$ cat src/rtl/pwt_pkg.sv
// Shared types, constants and limits of the payload word tokenizer.
// Used by the decoder, the emitter, the top level and the checker.
package pwt_pkg;

    localparam int MAX_WORDS    = 16;
    localparam int MAX_WORD_LEN = 63;

    localparam int WPP_W      = 5;
    localparam int MWC_W      = 6;
    localparam int CFG_IDX_W  = 1;
    localparam int CFG_DATA_W = 6;
    localparam int WC_W       = $clog2(MAX_WORDS + 2);
    localparam int CH_W       = $clog2(MAX_WORD_LEN + 1);
    localparam int SLOTS      = 3;
    localparam int SLOT_IDX_W = 2;

    localparam logic [7:0] CH_DOT     = 8'h2E;
    localparam logic [7:0] CH_SPACE   = 8'h20;
    localparam logic [7:0] CH_NL      = 8'h0A;
    localparam logic [7:0] CH_CARET   = 8'h5E;
    localparam logic [7:0] CH_TILDE   = 8'h7E;
    localparam logic [7:0] ESC_OFFSET = 8'd64;

    typedef enum logic [1:0] {
        KIND_CHAR = 2'd0,
        KIND_END  = 2'd1,
        KIND_EOP  = 2'd2
    } kind_t;

    typedef enum logic [CFG_IDX_W-1:0] {
        REG_WORDS = 1'b0,
        REG_CHARS = 1'b1
    } cfg_reg_t;

    typedef enum logic [2:0] {
        PH_BYTE,
        PH_CLOSE,
        PH_PAD_DOT,
        PH_PAD_END,
        PH_EOP
    } phase_t;

    typedef struct packed {
        kind_t      kind;
        logic [7:0] ch;
    } res_t;

    typedef struct packed {
        logic [WC_W-1:0] words_done;
        logic [CH_W-1:0] chars;
        logic            open;
    } tok_state_t;

    typedef struct packed {
        res_t [SLOTS-1:0]      slot;
        logic [SLOT_IDX_W-1:0] n;
        logic                  fin;
        logic                  close;
        logic [WC_W-1:0]       pad;
    } plan_t;

endpackage

$ cat src/rtl/pwt_decode.sv
// Combinational decoder: turns one input word and the tokenizer state into an
// emission plan and the next state. Depends on pwt_pkg.
module pwt_decode
(
    input  logic [7:0]                  payload_byte,
    input  logic                        has_byte,
    input  logic                        end_of_payload,
    input  logic [pwt_pkg::WPP_W-1:0]   words_per_payload,
    input  logic [pwt_pkg::MWC_W-1:0]   max_word_chars,
    input  pwt_pkg::tok_state_t         state,
    output pwt_pkg::tok_state_t         state_next,
    output pwt_pkg::plan_t              plan,
    output logic                        nonempty
);

    logic [pwt_pkg::WC_W-1:0]       lim_w;
    logic [pwt_pkg::CH_W-1:0]       lim_c;
    pwt_pkg::tok_state_t            s;
    pwt_pkg::res_t [pwt_pkg::SLOTS-1:0] slot;
    logic [pwt_pkg::SLOT_IDX_W-1:0] n;
    logic [7:0]                     c0;
    logic                           is_sep;
    logic                           is_esc;

    always_comb
    begin
        if (int'(words_per_payload) > pwt_pkg::MAX_WORDS)
        begin
            lim_w = pwt_pkg::WC_W'(pwt_pkg::MAX_WORDS);
        end
        else
        begin
            lim_w = pwt_pkg::WC_W'(words_per_payload);
        end
        if (int'(max_word_chars) > pwt_pkg::MAX_WORD_LEN)
        begin
            lim_c = pwt_pkg::CH_W'(pwt_pkg::MAX_WORD_LEN);
        end
        else
        begin
            lim_c = pwt_pkg::CH_W'(max_word_chars);
        end
    end

    assign is_sep = (payload_byte > pwt_pkg::CH_TILDE) || (payload_byte == pwt_pkg::CH_SPACE);
    assign is_esc = (payload_byte < pwt_pkg::CH_SPACE) || (payload_byte == pwt_pkg::CH_CARET);
    assign c0     = is_esc ? pwt_pkg::CH_CARET : payload_byte;

    always_comb
    begin
        s    = state;
        slot = '0;
        n    = '0;
        plan = '0;

        if (has_byte && (s.words_done < lim_w))
        begin
            if (is_sep)
            begin
                if (s.open)
                begin
                    slot[n] = '{kind: pwt_pkg::KIND_END, ch: 8'd0};
                    n = n + 1'b1;
                    if (s.words_done != '1)
                    begin
                        s.words_done = s.words_done + 1'b1;
                    end
                    s.open  = 1'b0;
                    s.chars = '0;
                end
            end
            else
            begin
                if (!s.open)
                begin
                    slot[n] = '{kind: pwt_pkg::KIND_CHAR, ch: pwt_pkg::CH_DOT};
                    n = n + 1'b1;
                    s.open  = 1'b1;
                    s.chars = '0;
                end
                if (s.chars < lim_c)
                begin
                    slot[n] = '{kind: pwt_pkg::KIND_CHAR, ch: c0};
                    n = n + 1'b1;
                    s.chars = s.chars + 1'b1;
                end
                if (payload_byte == pwt_pkg::CH_NL)
                begin
                    slot[n] = '{kind: pwt_pkg::KIND_END, ch: 8'd0};
                    n = n + 1'b1;
                    if (s.words_done != '1)
                    begin
                        s.words_done = s.words_done + 1'b1;
                    end
                    s.open  = 1'b0;
                    s.chars = '0;
                end
                else if (is_esc && (s.chars < lim_c))
                begin
                    slot[n] = '{kind: pwt_pkg::KIND_CHAR,
                                ch: payload_byte + pwt_pkg::ESC_OFFSET};
                    n = n + 1'b1;
                    s.chars = s.chars + 1'b1;
                end
            end
        end

        plan.slot = slot;
        plan.n    = n;

        if (end_of_payload)
        begin
            plan.fin   = 1'b1;
            plan.close = s.open;
            if (s.open && (s.words_done != '1))
            begin
                s.words_done = s.words_done + 1'b1;
            end
            if (s.words_done < lim_w)
            begin
                plan.pad = lim_w - s.words_done;
            end
            state_next = '0;
        end
        else
        begin
            state_next = s;
        end
    end

    assign nonempty = (n != '0) || end_of_payload;

endmodule

$ cat src/rtl/pwt_emitter.sv
// Emission sequencer: holds one plan, steps through its results one per cycle
// while m_tready allows, and drives the registered output word. Uses pwt_pkg.
module pwt_emitter
(
    input  logic           clk,
    input  logic           rst_n,
    input  logic           load,
    input  pwt_pkg::plan_t plan_in,
    output logic           plan_free,
    output logic           m_tvalid,
    input  logic           m_tready,
    output logic [7:0]     m_tdata,   // out_char
    output logic [1:0]     m_tuser,   // out_kind
    output logic           m_tlast
);

    logic                           busy_reg;
    logic                           busy_next;
    pwt_pkg::phase_t                phase_reg;
    pwt_pkg::phase_t                phase_next;
    logic [pwt_pkg::SLOT_IDX_W-1:0] idx_reg;
    logic [pwt_pkg::SLOT_IDX_W-1:0] idx_next;
    logic [pwt_pkg::WC_W-1:0]       pad_reg;
    logic [pwt_pkg::WC_W-1:0]       pad_next;
    pwt_pkg::plan_t                 plan_reg;
    logic                           out_valid_reg;
    logic                           out_valid_next;
    pwt_pkg::res_t                  out_res_reg;
    logic                           out_last_reg;

    pwt_pkg::res_t                  cur;
    logic                           cur_last;
    logic                           advance;
    pwt_pkg::phase_t                after_bytes;
    pwt_pkg::phase_t                start_phase;

    assign advance   = busy_reg && (!out_valid_reg || m_tready);
    assign plan_free = !busy_reg || (advance && cur_last);

    always_comb
    begin
        if (plan_reg.close)
        begin
            after_bytes = pwt_pkg::PH_CLOSE;
        end
        else if (plan_reg.pad != '0)
        begin
            after_bytes = pwt_pkg::PH_PAD_DOT;
        end
        else
        begin
            after_bytes = pwt_pkg::PH_EOP;
        end

        if (plan_in.n != '0)
        begin
            start_phase = pwt_pkg::PH_BYTE;
        end
        else if (plan_in.close)
        begin
            start_phase = pwt_pkg::PH_CLOSE;
        end
        else if (plan_in.pad != '0)
        begin
            start_phase = pwt_pkg::PH_PAD_DOT;
        end
        else
        begin
            start_phase = pwt_pkg::PH_EOP;
        end
    end

    always_comb
    begin
        cur        = '{kind: pwt_pkg::KIND_EOP, ch: 8'd0};
        cur_last   = 1'b0;
        phase_next = phase_reg;
        idx_next   = idx_reg;
        pad_next   = pad_reg;
        busy_next  = busy_reg;

        case (phase_reg)
            pwt_pkg::PH_BYTE:
            begin
                cur = plan_reg.slot[idx_reg];
                if (idx_reg == plan_reg.n - 1'b1)
                begin
                    cur_last   = !plan_reg.fin;
                    phase_next = after_bytes;
                end
                else
                begin
                    idx_next = idx_reg + 1'b1;
                end
            end
            pwt_pkg::PH_CLOSE:
            begin
                cur = '{kind: pwt_pkg::KIND_END, ch: 8'd0};
                if (pad_reg != '0)
                begin
                    phase_next = pwt_pkg::PH_PAD_DOT;
                end
                else
                begin
                    phase_next = pwt_pkg::PH_EOP;
                end
            end
            pwt_pkg::PH_PAD_DOT:
            begin
                cur        = '{kind: pwt_pkg::KIND_CHAR, ch: pwt_pkg::CH_DOT};
                phase_next = pwt_pkg::PH_PAD_END;
            end
            pwt_pkg::PH_PAD_END:
            begin
                cur      = '{kind: pwt_pkg::KIND_END, ch: 8'd0};
                pad_next = pad_reg - 1'b1;
                if (pad_reg == pwt_pkg::WC_W'(1))
                begin
                    phase_next = pwt_pkg::PH_EOP;
                end
                else
                begin
                    phase_next = pwt_pkg::PH_PAD_DOT;
                end
            end
            pwt_pkg::PH_EOP:
            begin
                cur      = '{kind: pwt_pkg::KIND_EOP, ch: 8'd0};
                cur_last = 1'b1;
            end
            default:
            begin
                cur_last = 1'b1;
            end
        endcase

        if (!advance)
        begin
            phase_next = phase_reg;
            idx_next   = idx_reg;
            pad_next   = pad_reg;
        end
        else if (cur_last)
        begin
            busy_next = 1'b0;
        end

        if (load)
        begin
            busy_next  = 1'b1;
            phase_next = start_phase;
            idx_next   = '0;
            pad_next   = plan_in.pad;
        end
    end

    always_comb
    begin
        if (advance)
        begin
            out_valid_next = 1'b1;
        end
        else if (m_tready)
        begin
            out_valid_next = 1'b0;
        end
        else
        begin
            out_valid_next = out_valid_reg;
        end
    end

    always_ff @(posedge clk or negedge rst_n)
    begin
        if (!rst_n)
        begin
            busy_reg      <= 1'b0;
            phase_reg     <= pwt_pkg::PH_EOP;
            idx_reg       <= '0;
            pad_reg       <= '0;
            out_valid_reg <= 1'b0;
        end
        else
        begin
            busy_reg      <= busy_next;
            phase_reg     <= phase_next;
            idx_reg       <= idx_next;
            pad_reg       <= pad_next;
            out_valid_reg <= out_valid_next;
        end
    end

    always_ff @(posedge clk)
    begin
        if (load)
        begin
            plan_reg <= plan_in;
        end
        if (advance)
        begin
            out_res_reg  <= cur;
            out_last_reg <= cur_last;
        end
    end

    assign m_tvalid = out_valid_reg;
    assign m_tdata  = out_res_reg.ch;
    assign m_tuser  = out_res_reg.kind;
    assign m_tlast  = out_last_reg;

endmodule

$ cat src/rtl/payload_word_tokenizer_unit.sv
// Payload word tokenizer top level; uses pwt_pkg, pwt_decode and pwt_emitter.
// The plan of an accepted input word is registered in the emitter; each result is then registered at the output.
// Throughput: one result per cycle while m_tready does not stall the output; an input
// word is held until the single emission sequencer is free to take its plan.
// Reset (rst_n, asynchronous, active low) empties the pipeline, clears the word
// state and sets words_per_payload to 8 and max_word_chars to 16.
module payload_word_tokenizer_unit
(
    input  logic                           clk,
    input  logic                           rst_n,
    input  logic                           cfg_valid,
    output logic                           cfg_ready,
    input  logic [pwt_pkg::CFG_IDX_W-1:0]  cfg_index,
    input  logic [pwt_pkg::CFG_DATA_W-1:0] cfg_data,
    input  logic                           s_tvalid,
    output logic                           s_tready,
    input  logic [7:0]                     s_tdata,   // payload_byte
    input  logic                           s_tuser,   // has_byte
    input  logic                           s_tlast,   // end_of_payload
    output logic                           m_tvalid,
    input  logic                           m_tready,
    output logic [7:0]                     m_tdata,   // out_char
    output logic [1:0]                     m_tuser,   // out_kind
    output logic                           m_tlast    // run_last
);

    logic [pwt_pkg::WPP_W-1:0] wpp_reg;
    logic [pwt_pkg::MWC_W-1:0] mwc_reg;
    pwt_pkg::tok_state_t       state_reg;
    pwt_pkg::tok_state_t       state_next;
    pwt_pkg::plan_t            plan;
    logic                      nonempty;
    logic                      plan_free;
    logic                      accept;

    assign cfg_ready = 1'b1;
    assign s_tready  = plan_free;
    assign accept    = s_tvalid && plan_free;

    pwt_decode u_decode
    (
        .payload_byte      (s_tdata),
        .has_byte          (s_tuser),
        .end_of_payload    (s_tlast),
        .words_per_payload (wpp_reg),
        .max_word_chars    (mwc_reg),
        .state             (state_reg),
        .state_next        (state_next),
        .plan              (plan),
        .nonempty          (nonempty)
    );

    pwt_emitter u_emitter
    (
        .clk       (clk),
        .rst_n     (rst_n),
        .load      (accept && nonempty),
        .plan_in   (plan),
        .plan_free (plan_free),
        .m_tvalid  (m_tvalid),
        .m_tready  (m_tready),
        .m_tdata   (m_tdata),
        .m_tuser   (m_tuser),
        .m_tlast   (m_tlast)
    );

    always_ff @(posedge clk or negedge rst_n)
    begin
        if (!rst_n)
        begin
            wpp_reg   <= pwt_pkg::WPP_W'(8);
            mwc_reg   <= pwt_pkg::MWC_W'(16);
            state_reg <= '0;
        end
        else
        begin
            if (cfg_valid)
            begin
                case (pwt_pkg::cfg_reg_t'(cfg_index))
                    pwt_pkg::REG_WORDS: wpp_reg <= cfg_data[pwt_pkg::WPP_W-1:0];
                    pwt_pkg::REG_CHARS: mwc_reg <= cfg_data[pwt_pkg::MWC_W-1:0];
                    default:
                    begin
                    end
                endcase
            end
            if (accept)
            begin
                state_reg <= state_next;
            end
        end
    end

endmodule

$ cat config.mk
export PLATFORM = sky130hd
export DESIGN_NAME = payload_word_tokenizer_unit
export DESIGN_NICKNAME = d
export VERILOG_FILES = /design/src/rtl/pwt_pkg.sv /design/src/rtl/pwt_decode.sv /design/src/rtl/pwt_emitter.sv /design/src/rtl/payload_word_tokenizer_unit.sv
export SDC_FILE = /design/constraint.sdc
export NUM_CORES = 1
export LEC_CHECK = 0
export BUFFER_PORTS_ARGS = -buffer_cell sky130_fd_sc_hd__buf_2
export CAP_MARGIN = 20
export CORE_MARGIN = 1.5
export CORE_UTILIZATION = 45
export CTS_BUF_LIST = sky130_fd_sc_hd__clkbuf_8 sky130_fd_sc_hd__clkbuf_16
export DETAILED_ROUTE_END_ITERATION = 10
export GPL_ROUTABILITY_DRIVEN = 0
export GPL_TIMING_DRIVEN = 0
export PLACE_DENSITY = 0.73
export SLEW_MARGIN = 25
export SYNTH_ARGS = -nofsm -noshare
export SYNTH_HDL_FRONTEND = slang
export SYNTH_HIERARCHICAL = 1
export SYNTH_SLANG_ARGS = --single-unit
$ cat constraint.sdc
create_clock -name clk -period 6.1 [get_ports clk]
set_clock_uncertainty 0.2 [all_clocks]
set_input_delay 0.305 -clock clk [delete_from_list [all_inputs] [get_ports clk]]
set_output_delay 0.305 -clock clk [all_outputs]
set_load 0.05 [all_outputs]
### Yosys cells after proc, flatten, opt, wreduce, memory -nomap -nowiden

Index checks and enable logic that the tools add are counted.

* mux-type cells: 76
* shifts and indexed selects: 0
* $add $sub $neg: 11
* equality and inequality tests: 13
* div/mod/pow operators: 0
* magnitude comparators: 12
* reductions and logical operators: 39
* $mul: 0
* bitwise gates (word level): 5

Operator list (number)
* 30-bit 2-to-1 mux: 5
* 30-bit bitwise mux: 2
* 10-bit 2-to-1 mux: 6
* 12-bit 2-to-1 mux: 4
* 5-bit 2-to-1 mux: 9
* 10-bit demux with 2-bit select: 2
* 6-bit 2-to-1 mux: 6
* 3-bit 2-to-1 mux: 10
* 10-bit case mux with 3 select lines: 1
* 7-bit 2-to-1 mux: 4
* 27-bit bitwise AND: 1
* 27-bit NOT: 1
* 2-bit 2-to-1 mux: 13
* 10-bit binary-select mux with 2-bit select: 1
* 5-bit nonzero test: 4
* 2-bit nonzero test: 7
* 6-bit by 1-bit adder with 6-bit output, second input constant: 2
* 6-bit less-than comparator: 2
* 3-bit case mux with 4 select lines: 1
* 5-bit by 1-bit adder with 5-bit output, second input constant: 2
* 5-bit less-than comparator: 2
* 5-bit != test, second input constant: 2
* 1-bit logical AND: 9
* 2-bit by 3-bit less-than comparator with 1-bit output, second input constant: 3
* other kinds (32): 57

* logic and storage cells: 179
* memories kept: 0
* ROM bits: 0
* output and inout port bits: 14
* memory bits (writable): 0
* bits in latches: 0
* bits of input ports: 22
* register bits after elaboration: 85

### Depth between registers and ports, before layout

Gate-level depths: netlist of the first run.

* word-level depth: 27
* mapped depth: 28
* depth with buffers taken out: 28

### Hierarchy

Netlist of the first run, hierarchy kept.

By module, submodules not included
* pwt_emitter: area each 2631.3 µm², seq. area each 1803.0 µm², instances 1, cells each 191
* pwt_decode: area each 1999.4 µm², seq. area each 0.0 µm², instances 1, cells each 312
* payload_word_tokenizer_unit: area each 958.4 µm², seq. area each 578.1 µm², instances 1, cells each 53

### Worst setup path after synthesis of the first run

Ideal clock, no wire load.

* path type: reg-to-reg
* start: register state_reg[0] in the netlist's numbering
* end: register u_emitter.phase_reg[0]
* arrival time: 5295 ps
* data required time: 5805 ps
* stages on the path, launching flop included: 25
* clock period less this slack: 5591 ps
* slack: 509 ps
* cell sequence: dfrtp_1 > buf_2 > clkbuf_1 > nand2_1 > inv_1 > ha_1 > and3_1 > clkbuf_1 > a2111oi_0 > nand3_1 > mux2i_1 > ha_1 > nand3_1 > nor2_1 > o21ai_0 > a211oi_1 > nor2_1 > or3_1 > nand3_1 > or3_1 > and3_2 > clkbuf_1 > clkbuf_1 > nand3_1 > o31ai_1

RTL lines
* start: declaration: line payload_word_tokenizer_unit.sv:29 `pwt_pkg::tok_state_t state_reg;`
* start signal: assignment: line payload_word_tokenizer_unit.sv:89 `state_reg <= state_next;`
* end signal: assignment: line pwt_emitter.sv:178 `phase_reg <= pwt_pkg::PH_EOP;`
* end signal: assignment: line pwt_emitter.sv:186 `phase_reg <= phase_next;`
* end: declaration: line pwt_emitter.sv:19 `pwt_pkg::phase_t phase_reg;`

==> results of run 1 <==
-- synth_stat cells (4+ instances only) --
cell type,instances
nand4_1,6
a21oi_1,32
o21a_1,7
mux2i_1,18
nor2_1,56
edfxtp_1,50
o21ai_0,13
buf_2,7
mux2_4,16
xnor2_1,13
o211ai_1,4
nand3_1,17
mux2_2,12
nor3_1,12
dfrtp_1,32
xor2_1,6
nor2b_1,8
a21o_1,6
and2_1,12
ha_1,32
inv_1,24
buf_4,5
nand2_1,52
clkbuf_1,13
a31oi_1,5
a211oi_1,8
and3_1,8
nand2b_1,8
-- cell usage in the layout, fill, tap and decap left out, types with 9 or more instances in the layout --
cell	netlist	layout
nor2_1	56	55
nand2_1	52	52
edfxtp_1	50	50
buf_2	7	41
dfrtp_1	32	32
a21oi_1	32	32
ha_1	32	32
inv_1	24	24
mux2i_1	18	18
nand3_1	17	17
mux2_4	16	16
o21ai_0	13	13
xnor2_1	13	13
mux2_2	12	12
and2_1	12	12
clkbuf_1	13	11
nor3_1	12	11
clkbuf_16	0	9
-- area by class of cell --
cell class / count / area [um2] / share of cell area (%)
tap: 168 / 210 / 3.30
multi-input combinational: 421 / 3030 / 47.6
buffer: 26 / 135 / 2.12
sequential: 85 / 2380 / 37.4
inverter: 27 / 101 / 1.59
clock inverter: 6 / 93.8 / 1.47
timing repair buffer: 36 / 190 / 2.99
clock buffer: 9 / 225 / 3.54
-- through the flow --
stage,power (mW),utilization (%),std cells,worst slack [ns]
global placement,1.74,49.6,760,-0.648
global route,2.50,52.8,778,-0.0264
detailed placement,1.77,49.6,760,-0.714
CTS,2.36,52.4,777,0.0786
floorplan,1.56,-,558,0.509
finish,2.37,52.8,778,0.345
-- layer usage --
layer | global-route usage, % | share of wire [%] | vias up
met2 | 33.1 | 48 | 193
met5 | 0 | 0 | -
met3 | 4.71 | 5.9 | 30
met1 | 25.2 | 44 | 2073
li1 | - | - | 2133
met4 | 6.50 | 1.9 | 0
-- cell families after synthesis --
kind of cell               after synthesis  synth area share, %
and+or+nand+nor                        204                 19.0
adders and majority gates               33                 7.52
muxes                                   47                 10.1
xor gates and xnor gates                19                 2.98
DFF                                     85                 42.6
buffers and inverters                   54                 4.25
other                                    2                0.134
AOI/OAI and AO/OA                      112                 13.4
-- worst max-delay path: stages (launching register included) --
cell and delay (ns):
dfrtp_1 0.41, inv_1 0.14, nand2_1 0.16, ha_1 0.23, or4b_1 0.52, a21oi_2 0.18, o21a_2 0.22, nand3_1 0.14
mux2_2 0.36, ha_1 0.23, inv_1 0.05, nor3_1 0.05, ha_1 0.21, or2_1 0.28, or4b_1 0.56, xnor2_1 0.16
ha_1 0.35, a21oi_1 0.15, nor2b_1 0.07, o221ai_2 0.26, nor2_1 0.14, nor3_2 0.23, a31oi_1 0.12, o211ai_1 0.11
o31a_1 0.17
-- final timing paths --
path | cells after the start | startpoint | end
max | 24 | wpp_reg[4]$_DFFE_PN0P_ | u_emitter/phase_reg[2]$_DFFE_PN1P_
min | 2 | cfg_data[3] | mwc_reg[3]$_DFFE_PN0P_
max reg2reg | 24 | wpp_reg[4]$_DFFE_PN0P_ | u_emitter/phase_reg[2]$_DFFE_PN1P_
min reg2reg | 2 | u_emitter/busy_reg$_DFFE_PN0P_ | u_emitter/m_tvalid$_DFFE_PN0P_
max in group asynchronous | 2 | rst_n | state_reg[0]$_DFFE_PN0P_
min in group asynchronous | 2 | rst_n | u_emitter/busy_reg$_DFFE_PN0P_
-- power groups by stage --
stage	sequential (mW)	clock, mW	combinational, mW
floorplan	0.976	0	0.581
global placement	0.855	0	0.883
detailed placement	0.862	0	0.905
CTS	0.850	0.596	0.917
global route	0.865	0.620	1.02
finish	0.850	0.585	0.934
-- repair_timing --
action / CTS / global route
hold buffers: 2 / 0
pin swaps: 0 / 0
cloned: 1 / 1
endpoints found under the setup margin: 50 / 8
resized for setup: 3 / 8
endpoints found under the hold margin: 33 / 0
==> summary.md, run 1 <==
| Metric | Value |
|---|---|
| GRT Total Usage | 19.7% |
| Synth Area per Inst | 10.1 um2 |
| Global-route wire length before repair | approximately 20000 um |
| DIE HEIGHT | 114 um |
| Clock Pin Slew Worst Setup and Hold Paths | approximately 0.060 ns |
| Drt first-iter violations | 513 |
| Status | completed |
| Crit-path max FO | 5 |
| Fin. max-slew vios | 0 |
| Fillers | 1072 |
| Internal cell power | 1.46 mW |
| Largest net degree at the start of global routing | 36 |
| Number of flip-flops under the largest register name | 39 |
| CTS tree | done |
| Switch share | 38.2% |
| Total grt overflow | 0 |
| Max VDD drop | 0.166 mV |
| Post-DRT Antenna Nets | 0 |
| Sequential area share after synthesis | 42.6% |
| Post-Synthesis Cells | between 500 and 600 |
| DRC Markers | 0 |
| Routed WL | 12400 um |
| Clock buffer depth | 2 |
| Clock Latency Late Sink | 0.34 ns |
| Via count | between 4k and 5k |
| Clock tree sinks | 85 |
| Tcrit/Tclk final | 94.3% |
| Syn. warnings | 6 |
| CP Launch Type | flip-flop |
| Cell variety after synth | 72 |
| H-tree Lvls | 3 |
| Core footprint | 12100 um2 |
| CP Capture Type | flip-flop |
| Slew headroom | ~45% |
| Cell row count | 40 |
| First-pass DRT Iterations | 5 |
| Post-layout min period | 5.75 ns |
| Worst hold slack | 0.0156 ns |
| Combinational share of power | 39.4% |
| Worst Max-Slew Pin Slew | 0.831 ns |
| Worst path arrival time | 5.83 ns |
| Layout area overhead | 13.9% |
| Critical path required time | 6.18 ns |
| Initial antenna violation count | 0 |
| Total CTS buffers | 9 |
| Max_cap viols | 0 |
| DP Wirelength | 8990 um |
| Layout cells sized above 1 | 20.2% |
| Yosys reg bits | 85 |
| Vias/cell | 5.69 |
| Mapped Area | 5590 um2 |
| Layout Nets | 661 |
| Power per cell area | approximately 370 nW/um2 |
| Hold crit path type | in -> reg |
| Crit Path Category | reg -> reg |
| Vias in the first global route | roughly 4.3k |
| Top-area cell type share of the netlist area | 26.9% |
| Fin Setup TNS | 0 ns |
| Switching power | 0.905 mW |
| Area leader, netlist | edfxtp_1 |
| Port bufs | 34 |
| Design Area, Final | 6370 um2 |
| Post-CTS Setup Bufs | 0 |
| Top FF cell, synth | edfxtp_1 |
| Routed WL per cell | 16.0 um |
| Final hold vios | 0 |
| Setup Viol. Count Final | 0 |
| Dpl cell area | between 5000 and 6000 um2 |
| I/O pins | 36 |
| Root buffer cell | clkbuf_16 |
| Starting Density | 46.3% |
| Static Leakage | about 2.7 nW |
| Synth top area cells | edfxtp_1, dfrtp_1, ha_1 |
| Seq pwr share | 35.9% |
| Die ar. | 13100 um2 |
| Antenna cells | 0 |
| Clock share of power | about a quarter |
| Post-synth ARST share | 41.2% |
| Post-synth EDFFs | 50 |
| Die Span X | 114 um |
| FMAX | roughly 0.17 GHz |
| Reg2Reg Setup Slack | 0.35 ns |
(Power assumes the default switching activity.)
==> run 2, diff against run 1 <==
==> constraint.sdc (replaced) <==
create_clock -name clk -period 6.1 [get_ports clk]
set_clock_uncertainty 0.2 [all_clocks]
set_input_delay 0.61 -clock clk [delete_from_list [all_inputs] [get_ports clk]]
set_output_delay 0.61 -clock clk [all_outputs]
set_load 0.05 [all_outputs]
==> run 2 against run 1 <==
Against the previous run:
- worst setup slack better by 0.016 ns
- combinational power about the same
- clock-buffer cell count unchanged
- die area unchanged
- maximum frequency up 0.28%
- critical path depth unchanged
- sequential share of layout area up 0.12 points
- worst hold slack better by 0.15 ns
- total power about the same
- clock power about the same
==> summary.md, run 2 (synthesis gave the netlist of run 1 again) <==
| Metric | Value |
|---|---|
| Static Leakage | 2.71 nW (-0.31%) |
| Port bufs | 34 (unchanged) |
| Fin Setup TNS | 0 ns (unchanged) |
| Antenna cells | 0 (unchanged) |
| Max VDD drop | 0.166 mV (about the same) |
| Routed WL | 12400 um (-0.14%) |
| Total grt overflow | 0 (unchanged) |
| GRT Total Usage | 19.7% (unchanged) |
| Dpl ws | -0.714 ns (unchanged) |
| Final hold vios | 0 (unchanged) |
| Power per cell area | 373 nW/um2 (+0.29%) |
| Layout area overhead | 13.6% |
| Vias/cell | 5.61 (-1.4%) |
| Cts hold-fix bufs | 0 (-2) |
| Crit-path max FO | 5 (unchanged) |
| CTS tree | done |
| Fillers | 1073 (+0.093%) |
| DIE HEIGHT | 114 um (unchanged) |
| Critical path, cell by cell | inv_1, nand2_1, ha_1, or4b_1, a21oi_2, o21a_2, nand3_1, mux2_2, ha_1, inv_1, nor3_1, ha_1, or2_1, or4b_1, xnor2_1, ha_1, a21oi_1, nor2b_1, o221ai_2, nor2_1, nor3_2, a31oi_1, o211ai_1, o31a_1 |
| Layout Nets | 659 (-0.30%) |
| Starting Density | 46.3% (unchanged) |
| Setup Viol. Count Final | 0 (unchanged) |
| Status | completed |
| Worst path buffer plus inverter count | 2 (unchanged) |
| Initial antenna violation count | 0 (unchanged) |
| Slew headroom | 44.0% (-0.62 points) |
| CP max-delay cell | or4b_1 |
| Max_cap viols | 0 (unchanged) |
| Root buffer cell | clkbuf_16 |
| CP dominant cell by count | ha_1 |
| Leading cell types in the layout, fill and taps excluded | nor2_1, nand2_1, edfxtp_1 |
| Core footprint | 12100 um2 (unchanged) |
| FMAX | 0.174 GHz (+0.28%) |
| Setup WS post-layout | 0.361 ns (+0.0158 ns) |
| Post-DRT Antenna Nets | 0 (unchanged) |
| Drt first-iter violations | 516 (+0.58%) |
| I/O pins | 36 (unchanged) |
| Hold crit path type | in -> async |
| Die ar. | 13100 um2 (unchanged) |
| DRC Markers | 0 (unchanged) |
| Crit Path Category | reg -> reg |
| Clock Latency Late Sink | 0.34 ns (about the same) |
| Tcrit/Tclk final | 94.1% (-0.26 points) |
| Fin. max-slew vios | 0 (unchanged) |
| Layout cells sized above 1 | 20.2% (+0.066 points) |
| Die Span X | 114 um (unchanged) |
| Worst Max-Slew Pin Slew | 0.833 ns (+0.00224 ns) |
| Post-layout min period | 5.74 ns (-0.0158 ns) |
| Clock Pin Slew Worst Setup and Hold Paths | 0.06 ns (about the same) |
| Routed WL per cell | 16.0 um (+0.11%) |
| Number of flip-flops under the largest register name | 39 (unchanged) |
| Largest net degree at the start of global routing | 36 (unchanged) |
| Cell row count | 40 (unchanged) |
| CP Capture Type | flip-flop |
| Pwr Total | 2.37 mW (about the same) |
| Global-route wire length before repair | 20500 um (unchanged) |
| Via count | 4354 (-1.7%) |
| Worst path arrival time | 5.82 ns (about the same) |
| Vias in the first global route | 4255 (unchanged) |
| Post-CTS Setup Bufs | 0 (unchanged) |
| Critical path required time | 6.18 ns (about the same) |
| Clock buffer depth | 2 (unchanged) |
| Top delay family on crit path | simple AND/OR/NAND/NOR gates |
| Most common cell after layout, fill and taps aside | nor2_1 |
| First-pass DRT Iterations | 6 (+1) |
| Multi-input gate area in the final layout | 3030 um2 (unchanged) |
| CP Launch Type | flip-flop |
| Register area | 2380 um2 (unchanged) |
| H-tree Lvls | 3 (unchanged) |
| DP Wirelength | 8990 um (unchanged) |
| Clock tree sinks | 85 (unchanged) |
| Total CTS buffers | 9 (unchanged) |
| Max incr delay on CP | 0.56 ns (about the same) |
[run 2: area by class of cell]
cell class | instances | share of cell area, %
Timing Repair Buffer | 34 | 2.68
Buffer | 26 | 2.13
Clock buffer | 9 | 3.55
Tap cell | 168 | 3.31
Inverter | 27 | 1.60
Sequential cell | 85 | 37.5
Clock inverter | 6 | 1.48
Multi-Input combinational cell | 421 | 47.8
[run 2: per-layer routing]
layer	vias to the layer above	wire (um)	GRT usage, %
li1	2119	-	-
met5	-	0	0
met2	173	5970	33.1
met3	24	719	4.71
met4	0	228	6.50
met1	2038	5490	25.2
[run 2: through the flow]
| stage | cell area (um2) | util (%) | hold WS [ns] | instances |
|---|---|---|---|---|
| floorplan | 5600 | - | 0.114 | 558 |
| global placement | 5980 | 49.6 | 0.271 | 760 |
| detailed placement | 5980 | 49.6 | 0.277 | 760 |
| CTS | 6310 | 52.3 | 0.196 | 775 |
| global route | 6350 | 52.6 | 0.220 | 776 |
| finish | 6350 | 52.6 | 0.163 | 776 |
[run 2: path summary, 6_finish.rpt]
path | cells past startpoint | end | start | slack, ns
max | 24 | u_emitter/phase_reg[2]$_DFFE_PN1P_ | wpp_reg[4]$_DFFE_PN0P_ | 0.36
min | 1 | u_emitter/busy_reg$_DFFE_PN0P_ | rst_n | 0.16
max reg2reg | 24 | u_emitter/phase_reg[2]$_DFFE_PN1P_ | wpp_reg[4]$_DFFE_PN0P_ | 0.36
min reg2reg | 2 | u_emitter/m_tvalid$_DFFE_PN0P_ | u_emitter/busy_reg$_DFFE_PN0P_ | 0.29
max in group asynchronous | 1 | state_reg[0]$_DFFE_PN0P_ | rst_n | 5.01
min in group clk | 2 | u_emitter/m_tvalid$_DFFE_PN0P_ | u_emitter/busy_reg$_DFFE_PN0P_ | 0.29
[run 2: timing repair]
action / CTS / global route
gates cloned: 1 / 1
resized for setup: 3 / 8
endpoints found under the setup margin: 50 / 8
[run 2: where the power goes]
part / total (mW) / internal [mW] / leakage [nW] / switching (mW)
Clock: 0.584 / 0.360 / 0.153 / 0.225
Combinational: 0.934 / 0.319 / 1.63 / 0.614
Sequential: 0.850 / 0.784 / 0.925 / 0.0660
Total: 2.37 / 1.46 / 2.71 / 0.905
